--- src/rtl/rrts_pkg.sv ---
// ----------------------------------------------------------------------------
// rrts_pkg
// Shared widths, codes and controller/datapath interface types for the
// round-robin thread scheduler.
// ----------------------------------------------------------------------------
package rrts_pkg;

   // default table size
   localparam int DEF_SLOTS = 8;

   // field widths
   localparam int ACTION_W = 3;
   localparam int TID_W    = 16;
   localparam int RSLOT_W  = 3;
   localparam int STATE_W  = 3;

   // action codes
   localparam logic [ACTION_W-1:0] ACT_CREATE  = 3'd0;
   localparam logic [ACTION_W-1:0] ACT_BLOCK   = 3'd1;
   localparam logic [ACTION_W-1:0] ACT_UNBLOCK = 3'd2;
   localparam logic [ACTION_W-1:0] ACT_YIELD   = 3'd3;
   localparam logic [ACTION_W-1:0] ACT_EXIT    = 3'd4;

   // slot state codes
   localparam logic [STATE_W-1:0] SS_EMPTY      = 3'd0;
   localparam logic [STATE_W-1:0] SS_READY      = 3'd1;
   localparam logic [STATE_W-1:0] SS_RUNNING    = 3'd2;
   localparam logic [STATE_W-1:0] SS_BLOCKED    = 3'd3;
   localparam logic [STATE_W-1:0] SS_TERMINATED = 3'd4;

   // controller states
   typedef enum logic [2:0] {
      CS_IDLE,
      CS_CUR_RD,
      CS_CUR_WR,
      CS_SCAN,
      CS_RES_RD,
      CS_RESP
   } ctrl_state_type;

   // commands from controller to datapath
   typedef struct packed {
      logic load;       // latch request fields, clear result
      logic scan_init;  // restart the slot scan
      logic scan_wrap;  // scan starts after the current slot
      logic scan_step;  // issue next scan read
      logic read_cur;   // read the current slot
      logic hit_write;  // apply the action to the matched slot
      logic cur_write;  // retire the current thread before scheduling
      logic set_full;   // create found no empty slot
   } dp_cmd_type;

   // status from datapath to controller
   typedef struct packed {
      logic [ACTION_W-1:0] action;
      logic                hit;        // scanned slot matches
      logic                exhausted;  // every slot scanned, none matched
   } dp_stat_type;

endpackage

--- src/rtl/rrts_ctrl.sv ---
// ----------------------------------------------------------------------------
// rrts_ctrl
// Sequencer for the scheduler: steps a transaction through current slot
// retire (yield/exit), slot scan/write-back (valid actions), result read.
// ----------------------------------------------------------------------------
module rrts_ctrl (
   input  logic                 clock,
   input  logic                 reset,
   input  logic                 start,
   output logic                 busy,
   output logic                 rsp_strobe,
   input  rrts_pkg::dp_stat_type stat,
   output rrts_pkg::dp_cmd_type  cmd
);
   import rrts_pkg::*;

   ctrl_state_type state_ff, state_in;

   // state register
   always_ff @(posedge clock) begin
      if (reset) begin
         state_ff <= CS_IDLE;
      end else begin
         state_ff <= state_in;
      end
   end

   // next state and commands
   always_comb begin
      state_in   = state_ff;
      cmd        = '0;
      busy       = 1'b1;
      rsp_strobe = 1'b0;
      unique case (state_ff)
         CS_IDLE: begin
            busy = 1'b0;
            if (start) begin
               cmd.load = 1'b1;
               if (stat.action == ACT_CREATE || stat.action == ACT_BLOCK ||
                   stat.action == ACT_UNBLOCK) begin
                  cmd.scan_init = 1'b1;
                  state_in      = CS_SCAN;
               end else if (stat.action == ACT_YIELD || stat.action == ACT_EXIT) begin
                  state_in = CS_CUR_RD;
               end else begin
                  state_in = CS_RES_RD;
               end
            end
         end
         CS_CUR_RD: begin
            cmd.read_cur = 1'b1;
            state_in     = CS_CUR_WR;
         end
         CS_CUR_WR: begin
            cmd.cur_write = 1'b1;
            cmd.scan_init = 1'b1;
            cmd.scan_wrap = 1'b1;
            state_in      = CS_SCAN;
         end
         CS_SCAN: begin
            if (stat.hit) begin
               cmd.hit_write = 1'b1;
               state_in      = CS_RES_RD;
            end else if (stat.exhausted) begin
               cmd.set_full = (stat.action == ACT_CREATE);
               state_in     = CS_RES_RD;
            end else begin
               cmd.scan_step = 1'b1;
            end
         end
         CS_RES_RD: begin
            cmd.read_cur = 1'b1;
            state_in     = CS_RESP;
         end
         CS_RESP: begin
            rsp_strobe = 1'b1;
            state_in   = CS_IDLE;
         end
         default: begin
            state_in = CS_IDLE;
         end
      endcase
   end

endmodule

--- config.mk ---
export PLATFORM = sky130hd
export DESIGN_NAME = rrts_ctrl
export DESIGN_NICKNAME = d
export VERILOG_FILES = /design/src/rtl/rrts_pkg.sv /design/src/rtl/rrts_ctrl.sv
export SDC_FILE = /design/constraint.sdc
export NUM_CORES = 1
export LEC_CHECK = 0
export ABC_AREA = 1
export BUFFER_PORTS_ARGS = -buffer_cell sky130_fd_sc_hd__buf_2
export CAP_MARGIN = 15
export CORE_AREA = 2 2 39 41
export DETAILED_ROUTE_END_ITERATION = 7
export DIE_AREA = 0 0 41 43
export SLEW_MARGIN = 30
export SYNTH_ARGS = -nofsm -noshare
export SYNTH_HDL_FRONTEND = slang
export SYNTH_SLANG_ARGS = --single-unit
--- constraint.sdc ---
create_clock -name clock -period 2.7 [get_ports clock]
set_clock_uncertainty 0.2 [all_clocks]
set_input_delay 0.405 -clock clock [delete_from_list [all_inputs] [get_ports clock]]
set_output_delay 0.405 -clock clock [all_outputs]
set_load 0.005 [all_outputs]
==> impl_metrics.py, run 1 <==
metrics = {
    "sta": {
        "setup_violations": 0,
        "slew_violations": 0,
        "fmax_ghz": 0.562,
        "finalSetupTns_ns": 0,
        "min_period_ns": 1.78,
        "finalCritPeriodShare_pct": 65.9,
        "rsz0062_at_grt": "no",
        "timing.hold.ws_ns": 0.174,
        "hold_viol_final": 0,
        "tightest_slew_ns": 0.205,
        "slew-limit-headroom_pct": 86.3,
    },
    "power_and_ir_drop": {
        "swShare_pct": 44.6,
        "switching_power_mw": 0.161,
        "peakVddDrop_mv": 0.295,
        "pwr-share-clk_pct": 21.7,
        "pwr-share-seq_pct": 21.5,
        "p_int_mw": 0.199,
        "p_leak_nw": 0.280,
        "power_frac_comb_pct": 56.7,
        "powerDensity_nw_per_um2": 846,
    },
    "layout": {
        "largest_register_ffs": 3,
        "reg_top3": "state_ff (3)",
        "largest_register": "state_ff",
        "antenna_cells": 0,
        "layout-drive-gt1-share_pct": 40.3,
        "final_cell_area_um2": 425,
        "area_delta_synth_final_pct": 41.1,
        "fin_nets": 86,
        "fill_cells": 160,
    },
    "clock_network": {
        "numCtsBuffers": 3,
        "cts.sinks": 3,
        "htreeDepth": 1,
        "cts_buffer_depth": 2,
        "clk_pin_slew_worst_paths_ns": 0.04,
        "root_buffer": "clkbuf_4",
        "cts_resized": 0,
        "holdBufCountCts": 0,
        "cts_setup_buffers": 0,
        "clock_latency_ns": 0.23,
        "cts_tree": "yes",
    },
    "global_route": {
        "grt_pass1_vias": 300,
        "grt_max_degree": 7,
        "grt-busiest-layer": "met2",
        "met1_usage_pct": 11.5,
        "grt_use_met3_pct": 3.14,
        "grt-ovfl-total": 0,
        "grt_pass1_wl_um": 1080,
        "grt_use_met2_pct": 12.5,
        "grtUsageTotal_pct": 9.43,
        "antenna_found_initial": 0,
    },
    "die": {
        "die_area_um2": 1760,
        "die_y_um": 43,
        "die_w_um": 41,
        "num_rows": 14,
        "start_util_pct": 21.8,
        "core-area_um2": 1380,
        "design.portCount": 18,
    },
    "placed_design": {
        "io_buffers": 17,
        "dpl.hpwl_um": 559,
        "place_congestion": 0.729,
        "dpl_cell_area_um2": 399,
    },
    "yosys": {
        "yosysWarnings": 0,
        "synthesis.area_um2": 302,
        "synth_top_cells_by_area": "nand2_1 22%, dfxtp_1 20%, inv_1 11%",
        "ys_types": 14,
        "synth_top_area_cell": "nand2_1",
        "syn-num-nets": 65,
        "ys_seq_area_share_pct": 19.9,
        "syn_inst": 57,
        "avgSynthCellArea_um2": 5.29,
        "yosys_register_bits": 3,
        "synth_top_area_share_pct": 22.4,
    },
    "run_status": {
        "status": "finished clean",
    },
    "flow_run": {
        "cap_violations": 0,
    },
    "detailed_routing": {
        "antenna_left": 0,
        "wirelength_um": 660,
        "vias_per_cell": 4.04,
        "vias": 376,
        "drc": 0,
        "wire_per_inst_um": 7.10,
        "dr.first_iter.drc_count": 2,
        "drtPass1Iterations": 3,
    },
    "worst_setup_path": {
        "required_ns": 2.10,
        "cp.arrival_ns": 1.17,
        "critPathKind": "reg2out",
        "cp-start-kind": "register",
        "cp-end-kind": "output port",
        "worstPathMaxFanout": 6,
    },
    "hold_path": {
        "hold_path.class": "in2reg",
    },
}
layout by cell type (no fill, tap or decap), drive strengths merged:
cell type | netlist | layout
a21oi | 3 | 3
nand2 | 21 | 21
o21ai | 1 | 1
clkbuf | 0 | 4
inv | 13 | 13
dfxtp | 3 | 3
buf | 1 | 17
nor2 | 9 | 9
nand3 | 3 | 3
nor3 | 3 | 3
per-stage QoR:
stage               setup slack, ns  util, %  std cells  power, mW
floorplan                      1.29        -         57      0.225
global placement               1.14     28.8         89      0.285
detailed placement             1.14     28.8         89      0.286
CTS                           0.881     30.7         93      0.369
global route                  0.781     30.7         93      0.411
finish                        0.921     30.7         93      0.360
cell type report:
type,instances,area (um2),share of cell area (%)
clock buffer,4,26.3,6.18
inverter,13,48.8,11.5
multi-input combinational,40,185,43.5
sequential,3,60.1,14.1
tap,16,20.0,4.71
timing repair buffer,17,85.1,20.0
power groups by stage:
| stage | Sequential, mW | Clock, mW | Combinational, mW |
|---|---|---|---|
| floorplan | 0.0760 | 0 | 0.149 |
| global placement | 0.0786 | 0 | 0.206 |
| detailed placement | 0.0788 | 0 | 0.207 |
| CTS | 0.0779 | 0.0828 | 0.208 |
| global route | 0.0807 | 0.0859 | 0.244 |
| finish | 0.0775 | 0.0782 | 0.204 |
worst max-delay path, cell delays in order (launching register included):
cell and delay (ns):
dfxtp_1 0.40, nand2_1 0.09, nor2_2 0.12, inv_1 0.08
nor3_1 0.12, buf_2 0.13
final timing paths:
path	startpoint	endpoint	slack [ns]	cells after the start
max reg2reg	state_ff[1]	state_ff[1]	1.45	7
min	reset	state_ff[2]	0.17	2
min reg2reg	state_ff[0]	state_ff[0]	0.45	4
max	state_ff[1]	cmd[0]	0.92	5
synthesized netlist by cell type, drive strengths merged:
cell / count
inv: 13
nor2: 9
nand3: 3
dfxtp: 3
a21oi: 3
nand2: 21
nor3: 3
buf: 1
o21ai: 1
cell families after synthesis:
| group | Yosys count | share of synthesized area (%) |
|---|---|---|
| simple gates | 36 | 54.8 |
| flops | 3 | 19.9 |
| buf+inv | 14 | 18.7 |
| compound gates | 4 | 6.64 |
layer usage:
layer	wire length, um	vias to the layer above
li1	-	209
met1	279	159
met2	342	8
met3	38	0
met4	0	0
met5	0	-
Note: power is estimated with default switching activity, not from simulation.
==> inputs of run 2 (changes only) <==
==> constraint.sdc (replaced) <==
create_clock -name clock -period 1.6 [get_ports clock]
set_clock_uncertainty 0.2 [all_clocks]
set_input_delay 0.24 -clock clock [delete_from_list [all_inputs] [get_ports clock]]
set_output_delay 0.24 -clock clock [all_outputs]
set_load 0.005 [all_outputs]
==> run 2 against run 1 <==
Net effect:
- register-to-register slack got worse by 1.1 ns
- sequential cell count did not move
- total power rose by 110%
- sequential power rose by 110%
- critical path depth rose by 1
- global-route usage barely moved
- highest routed layer unchanged
==> impl_metrics.py, run 2 (synthesized netlist as in run 1, its figures left out) <==
metrics = {
    "run_status": {
        "status": "finished clean",
    },
    "hold_path": {
        "min-delay-start": "stat[0]",
        "whs_endpoint": "state_ff[0]",
        "hold_path.class": "in2reg",
        "whs_path_depth": 4,
    },
    "sta": {
        "rsz0062_at_grt": "yes",
        "slew-limit-headroom_pct": 88.7,
        "hold_viol_final": 0,
        "finalCritPeriodShare_pct": 97.7,
        "setup_violations": 0,
        "slew_violations": 0,
        "tightest_slew_ns": 0.169,
        "finalSetupTns_ns": 0,
        "min_period_ns": 1.56,
        "fmax_ghz": 0.639,
    },
    "detailed_routing": {
        "drtPass1Iterations": 4,
        "wirelength_um": 792,
        "antenna_left": 0,
        "wire_per_inst_um": 8.08,
        "drc": 0,
        "vias": 400,
        "vias_per_cell": 4.08,
        "dr.first_iter.drc_count": 2,
    },
    "layout": {
        "multiInputGateArea_um2": 218,
        "layout-drive-gt1-share_pct": 53.7,
        "final_core_util_pct": 37.0,
        "final_cell_mix": "17 x buf_2, 16 x nand2_1, 7 x inv_1, 6 x nor2_1",
        "fill_cells": 164,
        "fin_nets": 91,
        "area_delta_synth_final_pct": 69.7,
        "layout_commonest_cell": "buf_2",
        "largest_register_ffs": 3,
        "final_cell_area_um2": 512,
        "largest_register": "state_ff",
        "reg_top3": "state_ff (3)",
        "regArea_um2": 68.8,
        "antenna_cells": 0,
    },
    "worst_setup_path": {
        "cp-start-kind": "register",
        "worstReg2RegStart": "state_ff[1]",
        "cp-end-kind": "output port",
        "r2r_end": "state_ff[0]",
        "reg2regPathDepth": 8,
        "worstPathMaxFanout": 5,
        "r2r_slack_ns": 0.32,
        "critPathKind": "reg2out",
        "required_ns": 1.16,
        "cp.arrival_ns": 1.12,
    },
    "power_and_ir_drop": {
        "powerDensity_nw_per_um2": 1470,
        "peakVddDrop_mv": 0.500,
        "p_leak_nw": 0.320,
    },
    "clock_network": {
        "cts.sinks": 3,
        "cts_buffer_depth": 2,
        "clk_pin_slew_worst_paths_ns": 0.04,
        "clock_latency_ns": 0.23,
        "numCtsBuffers": 3,
        "root_buffer": "clkbuf_4",
        "cts_tree": "yes",
        "htreeDepth": 1,
    },
    "global_route": {
        "grt-ovfl-total": 0,
        "antenna_found_initial": 0,
        "grt_use_met2_pct": 14.1,
        "met1_usage_pct": 10.9,
        "grt_pass1_wl_um": 1100,
        "grt_use_met3_pct": 1.57,
        "grtUsageTotal_pct": 9.42,
        "grt-busiest-layer": "met2",
        "grt_max_degree": 7,
        "grt_pass1_vias": 317,
    },
    "die": {
        "die_y_um": 43,
        "die_w_um": 41,
        "design.portCount": 18,
        "num_rows": 14,
        "die_area_um2": 1760,
        "core-area_um2": 1380,
        "start_util_pct": 21.8,
    },
    "flow_run": {
        "cap_violations": 0,
    },
    "placed_design": {
        "dpl_cell_area_um2": 399,
        "place_congestion": 0.735,
        "dpl.hpwl_um": 585,
        "io_buffers": 17,
    },
}
[run 2: cell types whose count changed in the layout (fill, tap and decap cells not counted), moves of 2 or more]
cell     before  now
dfxtp_1       3    0
inv_4         0    2
buf_4         0    4
nand2_1      18   16
nor2_4        0    2
dfxtp_4       0    2
nand2_4       0    2
inv_1         9    7
[run 2: worst max-delay path by stage]
stage	from	end	slack, ns	cells past startpoint
floorplan	state_ff[1]	cmd[0]	0.36	4
global placement	state_ff[1]	cmd[0]	0.25	5
detailed placement	state_ff[1]	cmd[0]	0.22	5
CTS	state_ff[0]	cmd[6]	0.02	6
global route	state_ff[1]	cmd[0]	-0.03	5
finish	state_ff[1]	cmd[6]	0.04	6
[run 2: what timing repair did]
item,in CTS,in global routing
endpoints found under the setup margin,2,4
setup buffers,0,4
hold endpoints to repair,1,0
pin swaps,0,5
hold buffers,1,0
resized for setup,1,16
[run 2: per-stage QoR]
step | total power, mW | instances | setup WS (ns) | hold slack [ns]
2_1_floorplan | 0.380 | 57 | 0.358 | 0.109
3_3_place_gp | 0.480 | 89 | 0.245 | 0.242
3_5_place_dp | 0.486 | 89 | 0.223 | 0.246
4_1_cts | 0.629 | 94 | 0.0151 | 0.148
5_1_grt | 0.824 | 98 | -0.0291 | 0.154
6_report | 0.753 | 98 | 0.0362 | 0.140
[run 2: area by class of cell]
class                   count  share of cell area (%)
flip-flops and latches      3                    13.4
clock buffers               4                    5.13
inverters                  13                    10.5
multi-input cells          40                    42.5
well taps                  16                    3.91
repair buffers             22                    24.4
[run 2: critical path: stages, from the launching register on]
cell,delay (ns)
dfxtp_4,0.36
inv_4,0.07
nand2_4,0.06
nor2_4,0.13
nand2_2,0.06
o21ai_1,0.10
buf_2,0.12
[run 2: routing by layer]
metal	share of wire, %	wire length [um]
met4	0	0
met5	0	0
met1	41	327
met3	4.7	37
met2	54	428
[run 2: power by group]
| group | switching (mW) | leakage (nW) | internal, mW |
|---|---|---|---|
| Combinational | 0.245 | 0.278 | 0.214 |
| Sequential | 0.0520 | 0.0264 | 0.111 |
| Clock | 0.0375 | 0.0150 | 0.0933 |
| Total | 0.334 | 0.320 | 0.419 |
