[config.mk]
export PLATFORM = sky130hd
export DESIGN_NAME = rrts_datapath
export DESIGN_NICKNAME = d
export VERILOG_FILES = /design/src/rtl/rrts_pkg.sv /design/src/rtl/rrts_datapath.sv
export SDC_FILE = /design/constraint.sdc
export NUM_CORES = 1
export LEC_CHECK = 0
export BUFFER_PORTS_ARGS = -buffer_cell sky130_fd_sc_hd__buf_4
export CELL_PAD_IN_SITES_DETAIL_PLACEMENT = 1
export CELL_PAD_IN_SITES_GLOBAL_PLACEMENT = 1
export CORE_UTILIZATION = 35
export DETAILED_ROUTE_END_ITERATION = 10
export PLACE_DENSITY = 0.7
export SLEW_MARGIN = 30
export SYNTH_ARGS = -nofsm -noshare
export SYNTH_HDL_FRONTEND = slang
export SYNTH_SLANG_ARGS = --single-unit
[constraint.sdc]
create_clock -name clock -period 4.38 [get_ports clock]
set_input_delay 0.876 -clock clock [delete_from_list [all_inputs] [get_ports clock]]
set_output_delay 0.876 -clock clock [all_outputs]
set_load 0.02 [all_outputs]
[src/rtl/rrts_pkg.sv]
// ----------------------------------------------------------------------------
// rrts_pkg
// Shared widths, codes and controller/datapath interface types for the
// round-robin thread scheduler.
// ----------------------------------------------------------------------------
package rrts_pkg;

   // default table size
   localparam int DEF_SLOTS = 8;

   // field widths
   localparam int ACTION_W = 3;
   localparam int TID_W    = 16;
   localparam int RSLOT_W  = 3;
   localparam int STATE_W  = 3;

   // action codes
   localparam logic [ACTION_W-1:0] ACT_CREATE  = 3'd0;
   localparam logic [ACTION_W-1:0] ACT_BLOCK   = 3'd1;
   localparam logic [ACTION_W-1:0] ACT_UNBLOCK = 3'd2;
   localparam logic [ACTION_W-1:0] ACT_YIELD   = 3'd3;
   localparam logic [ACTION_W-1:0] ACT_EXIT    = 3'd4;

   // slot state codes
   localparam logic [STATE_W-1:0] SS_EMPTY      = 3'd0;
   localparam logic [STATE_W-1:0] SS_READY      = 3'd1;
   localparam logic [STATE_W-1:0] SS_RUNNING    = 3'd2;
   localparam logic [STATE_W-1:0] SS_BLOCKED    = 3'd3;
   localparam logic [STATE_W-1:0] SS_TERMINATED = 3'd4;

   // controller states
   typedef enum logic [2:0] {
      CS_IDLE,
      CS_CUR_RD,
      CS_CUR_WR,
      CS_SCAN,
      CS_RES_RD,
      CS_RESP
   } ctrl_state_type;

   // commands from controller to datapath
   typedef struct packed {
      logic load;       // latch request fields, clear result
      logic scan_init;  // restart the slot scan
      logic scan_wrap;  // scan starts after the current slot
      logic scan_step;  // issue next scan read
      logic read_cur;   // read the current slot
      logic hit_write;  // apply the action to the matched slot
      logic cur_write;  // retire the current thread before scheduling
      logic set_full;   // create found no empty slot
   } dp_cmd_type;

   // status from datapath to controller
   typedef struct packed {
      logic [ACTION_W-1:0] action;
      logic                hit;        // scanned slot matches
      logic                exhausted;  // every slot scanned, none matched
   } dp_stat_type;

endpackage

[src/rtl/rrts_datapath.sv]
// ----------------------------------------------------------------------------
// rrts_datapath
// Slot table memory with registered read, scan address generation, match
// logic, current slot, id counter and running-thread count.
// ----------------------------------------------------------------------------
module rrts_datapath #(
   parameter int SLOTS = rrts_pkg::DEF_SLOTS
) (
   input  logic                           clock,
   input  logic                           reset,
   input  rrts_pkg::dp_cmd_type           cmd,
   output rrts_pkg::dp_stat_type          stat,
   input  logic [rrts_pkg::ACTION_W-1:0]  req_action,
   input  logic [rrts_pkg::TID_W-1:0]     req_thread_id,
   output logic                           rsp_status,
   output logic [rrts_pkg::TID_W-1:0]     rsp_new_thread_id,
   output logic [rrts_pkg::RSLOT_W-1:0]   rsp_running_slot,
   output logic [rrts_pkg::TID_W-1:0]     rsp_running_id,
   output logic                           rsp_idle
);
   import rrts_pkg::*;

   localparam int SLOT_W = $clog2(SLOTS);
   localparam int CNT_W  = $clog2(SLOTS + 1);
   localparam logic [SLOT_W:0]   SLOTS_EXT = (SLOT_W + 1)'(SLOTS);
   localparam logic [SLOT_W-1:0] LAST_SLOT = SLOT_W'(SLOTS - 1);

   typedef struct packed {
      logic [STATE_W-1:0] state;
      logic [TID_W-1:0]   id;
   } slot_entry_type;

   // slot table, entries read as reset value until first written
   slot_entry_type mem [SLOTS];
   logic [SLOTS-1:0] valid_ff, valid_in;

   logic [ACTION_W-1:0] action_ff, action_in;
   logic [TID_W-1:0]    tid_ff, tid_in;
   logic [SLOT_W-1:0]   cur_ff, cur_in;
   logic [TID_W-1:0]    next_id_ff, next_id_in;
   logic                status_ff, status_in;
   logic [TID_W-1:0]    new_id_ff, new_id_in;
   logic [CNT_W-1:0]    run_cnt_ff, run_cnt_in;
   logic [SLOT_W-1:0]   base_ff, base_in;
   logic [CNT_W-1:0]    cnt_ff, cnt_in;
   logic                rd_live_ff, rd_live_in;
   logic [STATE_W-1:0]  rd_state_ff;
   logic [TID_W-1:0]    rd_id_ff;
   logic [SLOT_W-1:0]   rd_idx_ff;

   logic                rd_en;
   logic [SLOT_W-1:0]   rd_addr;
   logic                wr_en;
   logic [SLOT_W-1:0]   wr_addr;
   logic [STATE_W-1:0]  wr_state;
   logic [TID_W-1:0]    wr_id;
   logic                sched;
   logic                match;
   logic                scan_more;
   logic [SLOT_W:0]     scan_sum;
   logic [SLOT_W-1:0]   scan_addr;
   logic [SLOT_W-1:0]   cur_plus;
   logic [SLOT_W+RSLOT_W-1:0] cur_wide;

   // scan address: base plus offset, wrapped once
   assign scan_sum  = {1'b0, base_ff} + {1'b0, cnt_ff[SLOT_W-1:0]};
   assign scan_addr = (scan_sum >= SLOTS_EXT) ? SLOT_W'(scan_sum - SLOTS_EXT)
                                              : scan_sum[SLOT_W-1:0];
   assign scan_more = (cnt_ff != CNT_W'(SLOTS));
   assign cur_plus  = (cur_ff == LAST_SLOT) ? '0 : cur_ff + 1'b1;
   assign sched     = (action_ff == ACT_YIELD) || (action_ff == ACT_EXIT);

   // match condition for the entry just read
   always_comb begin
      unique case (action_ff)
         ACT_CREATE:  match = (rd_state_ff == SS_EMPTY);
         ACT_BLOCK,
         ACT_UNBLOCK: match = (rd_state_ff != SS_EMPTY) && (rd_id_ff == tid_ff);
         ACT_YIELD,
         ACT_EXIT:    match = (rd_state_ff == SS_READY);
         default:     match = 1'b0;
      endcase
   end

   assign stat.action    = cmd.load ? req_action : action_ff;
   assign stat.hit       = rd_live_ff && match;
   assign stat.exhausted = !rd_live_ff && !scan_more;

   // command decode and next values
   always_comb begin
      action_in  = action_ff;
      tid_in     = tid_ff;
      cur_in     = cur_ff;
      next_id_in = next_id_ff;
      status_in  = status_ff;
      new_id_in  = new_id_ff;
      base_in    = base_ff;
      cnt_in     = cnt_ff;
      rd_live_in = rd_live_ff;
      valid_in   = valid_ff;
      rd_en      = 1'b0;
      rd_addr    = scan_addr;
      wr_en      = 1'b0;
      wr_addr    = rd_idx_ff;
      wr_state   = rd_state_ff;
      wr_id      = rd_id_ff;

      if (cmd.load) begin
         action_in = req_action;
         tid_in    = req_thread_id;
         status_in = 1'b0;
         new_id_in = '0;
      end
      if (cmd.scan_init) begin
         cnt_in     = '0;
         rd_live_in = 1'b0;
         base_in    = cmd.scan_wrap ? cur_plus : '0;
      end
      if (cmd.scan_step) begin
         rd_en      = scan_more;
         rd_live_in = scan_more;
         if (scan_more) begin
            cnt_in = cnt_ff + 1'b1;
         end
      end
      if (cmd.read_cur) begin
         rd_en      = 1'b1;
         rd_addr    = cur_ff;
         rd_live_in = 1'b0;
      end
      // action on the matched slot
      if (cmd.hit_write) begin
         unique case (action_ff)
            ACT_CREATE: begin
               wr_en      = 1'b1;
               wr_state   = SS_READY;
               wr_id      = next_id_ff;
               new_id_in  = next_id_ff;
               next_id_in = next_id_ff + 1'b1;
            end
            ACT_BLOCK: begin
               wr_en    = 1'b1;
               wr_state = SS_BLOCKED;
            end
            ACT_UNBLOCK: begin
               wr_en    = (rd_state_ff == SS_BLOCKED);
               wr_state = SS_READY;
            end
            ACT_YIELD, ACT_EXIT: begin
               wr_en    = 1'b1;
               wr_state = SS_RUNNING;
               cur_in   = rd_idx_ff;
            end
            default: begin
               wr_en = 1'b0;
            end
         endcase
      end
      // retire current thread before the round-robin search
      if (cmd.cur_write) begin
         if (action_ff == ACT_EXIT) begin
            wr_en    = (rd_state_ff != SS_EMPTY);
            wr_state = SS_TERMINATED;
         end else begin
            wr_en    = (rd_state_ff == SS_RUNNING);
            wr_state = SS_READY;
         end
      end
      if (cmd.set_full) begin
         status_in = 1'b1;
      end
      if (wr_en) begin
         valid_in[wr_addr] = 1'b1;
      end
   end

   // running-thread count follows every write into or out of the running state
   always_comb begin
      run_cnt_in = run_cnt_ff;
      if (wr_en && (rd_state_ff == SS_RUNNING) && (wr_state != SS_RUNNING)) begin
         run_cnt_in = run_cnt_ff - 1'b1;
      end else if (wr_en && (rd_state_ff != SS_RUNNING) && (wr_state == SS_RUNNING)) begin
         run_cnt_in = run_cnt_ff + 1'b1;
      end
   end

   // control registers
   always_ff @(posedge clock) begin
      if (reset) begin
         cur_ff     <= '0;
         next_id_ff <= TID_W'(1);
         run_cnt_ff <= CNT_W'(1);
         valid_ff   <= '0;
         rd_live_ff <= 1'b0;
         cnt_ff     <= '0;
         base_ff    <= '0;
      end else begin
         cur_ff     <= cur_in;
         next_id_ff <= next_id_in;
         run_cnt_ff <= run_cnt_in;
         valid_ff   <= valid_in;
         rd_live_ff <= rd_live_in;
         cnt_ff     <= cnt_in;
         base_ff    <= base_in;
      end
   end

   // transaction payload registers
   always_ff @(posedge clock) begin
      action_ff <= action_in;
      tid_ff    <= tid_in;
      status_ff <= status_in;
      new_id_ff <= new_id_in;
   end

   // slot table write and registered read
   always_ff @(posedge clock) begin
      if (wr_en) begin
         mem[wr_addr] <= '{state: wr_state, id: wr_id};
      end
      if (rd_en) begin
         rd_idx_ff <= rd_addr;
         if (valid_ff[rd_addr]) begin
            rd_state_ff <= mem[rd_addr].state;
            rd_id_ff    <= mem[rd_addr].id;
         end else begin
            rd_state_ff <= (rd_addr == '0) ? SS_RUNNING : SS_EMPTY;
            rd_id_ff    <= '0;
         end
      end
   end

   // result fields
   assign cur_wide          = {{RSLOT_W{1'b0}}, cur_ff};
   assign rsp_status        = status_ff;
   assign rsp_new_thread_id = new_id_ff;
   assign rsp_running_slot  = cur_wide[RSLOT_W-1:0];
   assign rsp_running_id    = rd_id_ff;
   assign rsp_idle          = (run_cnt_ff == '0);

endmodule
==> impl_metrics.tcl <==
set metrics [dict create \
    status "finished clean" \
    p_sw_mw 1.38 \
    finalCoreUtilization 0.422 \
    drive_above_1_share 0.174 \
    wl_per_cell_um 20.1 \
    fin_crit_ns 3.42 \
    synth-compound-area-share 0.0616 \
    clock.fmax_ghz 0.293 \
    switching_share 0.250 \
    cts.sinks 249 \
    r2r_setup_slack_ns 0.96 \
    dp.final_hpwl_um 16900 \
    clkPwrFrac 0.379 \
    cp.arrival_ns 3.83 \
    synthMuxAreaShare 0.0396 \
    first_pass_iters 6 \
    p_leak_nw 4.51 \
    cp_cell_sequence "nor3b_2 > a31oi_1 > mux2_2 > or3_1 > inv_1 > ha_1 > a21o_1 > a2111o_1 > o311ai_0 > o41a_1 > nand4_1" \
    critPathMaxFanout 10 \
    routed_wl_um 27100 \
    p_int_mw 4.15 \
    setup_tns_ns 0 \
    rsz0062_at_grt "false" \
    crit_buf_inv 1 \
    critPathKind "reg2reg" \
    io_buffers 70 \
    die_h_um 175 \
    combPwrFrac 0.119 \
    ys.flop_type "edfxtp_1" \
    syn_inst 882 \
    dieArea_um2 30600 \
    vias 7087 \
    syn_avg_cell_area_um2 11.9 \
    clkSlewWorstSetupHoldPaths_ns 0.06 \
    insertion_delay_ns 0.53 \
    min_from "rsp_status$_SDFFE_PP1P_" \
    routed_via_density 5.27 \
    p_total_mw 5.54 \
    synth_top_family_by_area "simple AND/OR/NAND/NOR gates" \
    initial_utilization 0.360 \
    clock_path_buffers 3 \
    synthDistinctLibCells 59 \
    antenna_found_initial 0 \
    first_iter_violations 385 \
    core_area_um2 29100 \
    synthesis.area_um2 10500 \
    diodes 0 \
    rows 62 \
    grt_max_degree 74 \
    cts_tree "built" \
    worstPathRequired_ns 4.79 \
    ant_nets 0 \
    pin_count 71 \
    final_common_cell "edfxtp_1" \
    gp_congestion 0.826 \
    synth_simple_gate_area_frac 0.174 \
    cp-startpoint "rd_state_ff[0]$_SDFFCE_PN0P_" \
    h-tree-depth 1 \
    synth_async_sr_flop_share 0 \
    cts_resized 0 \
    drc 0 \
    powerDensity_nw_per_um2 451 \
    p_seq_frac 0.503 \
    ir_drop_v 0.000225 \
    hold_viol 0 \
    final_cell_mix "edfxtp_1, nand2_1, nand3_1" \
    cts-buffers-inserted 26 \
    dpl-instance-area_um2 11500 \
    tightest_slew_ns 0.852 \
    post_cts_buffers 0 \
    yosys_warnings 0 \
    setup_viol 0 \
    cts_hold_buf 0 \
    grt_pass1_vias 7394 \
    worst_setup_path_end_kind "flip-flop" \
    finalInstanceArea_um2 12300 \
    critical_path.top_delay_family "compound AO/OA/AOI/OAI gates" \
    report.final.slew_viol_count 0 \
    maxCapViolations 0 \
    multi_input_area_um2 3380 \
    crit_slowest_cell "nor3b_2" \
    area_growth_pct 17.2 \
    grt_pass1_wl_um 42200 \
    r2r_start "rd_state_ff[0]$_SDFFCE_PN0P_" \
    finalCritPeriodShare 0.780 \
    hold_class "reg2reg" \
    synth-adder-area-share 0.0134 \
    syn-num-nets 921 \
    root_buffer "clkbuf_16" \
    dieWidth_um 175 \
    synth_edf_count 190 \
    grt.total_usage 0.179 \
    fill_cells 3081 \
    ys_ff_latch 249 \
    holdWs_ns 0.472 \
    ys_seq_area_frac 0.658 \
    final_nets 984 \
    relSlewSlack 0.432 \
    yosys.area_share.xor_xnor 0.0273 \
    finalClockSkew_ns 0.00828 \
    slowest_delay_ns 0.55 \
    grt_overflow 0 \
    start_kind "flip-flop" \
    regArea_um2 6890 \
]
-- path summary, 6_finish.rpt --
| kind | depth (start not counted) | end |
|---|---|---|
| worst min register to register | 1 | rsp_status$_SDFFE_PP1P_ |
| worst max register to register | 11 | run_cnt_ff[3]$_SDFFE_PP0P_ |
| worst min-delay path | 1 | rsp_status$_SDFFE_PP1P_ |
| worst max-delay path | 11 | run_cnt_ff[3]$_SDFFE_PP0P_ |
-- final cells by class --
cell class,instances,area share
Inverter,16,0.00490
Tap cell,384,0.0392
Multi-Input combinational cell,564,0.275
Clock inverter,13,0.00867
Clock buffer,32,0.0566
Timing Repair Buffer,88,0.0539
Sequential cell,249,0.562
-- registers in the layout, summed over array words and instances, names as in the netlist, 3 cells and up --
register,cells
run_cnt_ff,4
cnt_ff,4
tid_ff,16
rsp_new_thread_id,16
mem,152
action_ff,3
rsp_running_id,16
rd_state_ff,3
base_ff,3
rd_idx_ff,3
rsp_running_slot,3
valid_ff,8
next_id_ff,16
-- routing by layer --
| layer | global-route usage | part of all wire | vias to the layer above |
|---|---|---|---|
| li1 | - | - | 3315 |
| met1 | 0.226 | 0.44 | 3582 |
| met2 | 0.317 | 0.49 | 146 |
| met3 | 0.0242 | 0.042 | 44 |
| met4 | 0.0518 | 0.025 | 0 |
| met5 | 0 | 0 | - |
-- cells by family (layout without fill, tap and decap cells) --
family                   count (synthesis)  in the layout
AO/OA/AOI/OAI                           92             92
multiplexers                            34             34
XOR/XNOR                                31             31
AND/OR/NAND/NOR                        397            397
buffers and inverters                   69            149
adder cells (fa/ha/maj)                 10             10
flip-flops                             249            249
-- cells in the mapped netlist, types with 3 or more instances --
cell      number  area share
a21o_1         4      0.0029
a21oi_1       33       0.016
a22o_1        17       0.014
a31oi_1        3      0.0018
a41oi_1        4      0.0033
buf_1          5      0.0018
buf_2          5      0.0024
clkbuf_1      42       0.015
dfxtp_1       59        0.11
edfxtp_1     190        0.55
ha_1           8      0.0096
inv_1         15      0.0054
mux2_2        19       0.020
mux2i_1       11       0.011
mux4_2         3      0.0065
nand2_1      175       0.063
nand2b_1       6      0.0036
nand3_1      119       0.057
nand4_1        9      0.0054
nor2_1        42       0.015
nor2b_1        6      0.0036
nor3_1        11      0.0053
nor3b_1        3      0.0022
nor4_1         8      0.0048
o21ai_0        9      0.0043
o21ba_2        4      0.0038
xnor2_1       16       0.013
xor2_1        14       0.012
-- power by group through the flow --
stage / combinational (mW) / clock, mW / sequential, mW
6_report: 0.656 / 2.10 / 2.78
3_5_place_dp: 0.656 / 0 / 2.83
4_1_cts: 0.662 / 2.13 / 2.78
2_1_floorplan: 0.406 / 0 / 2.81
3_3_place_gp: 0.636 / 0 / 2.83
5_1_grt: 0.715 / 2.21 / 2.80
-- stage by stage --
step,worst slack (ns),instances
floorplan,0.325,882
global placement,0.673,1301
detailed placement,0.598,1301
CTS,0.898,1346
global route,0.745,1346
finish,0.962,1346
Power figures use the tool's default switching activity.
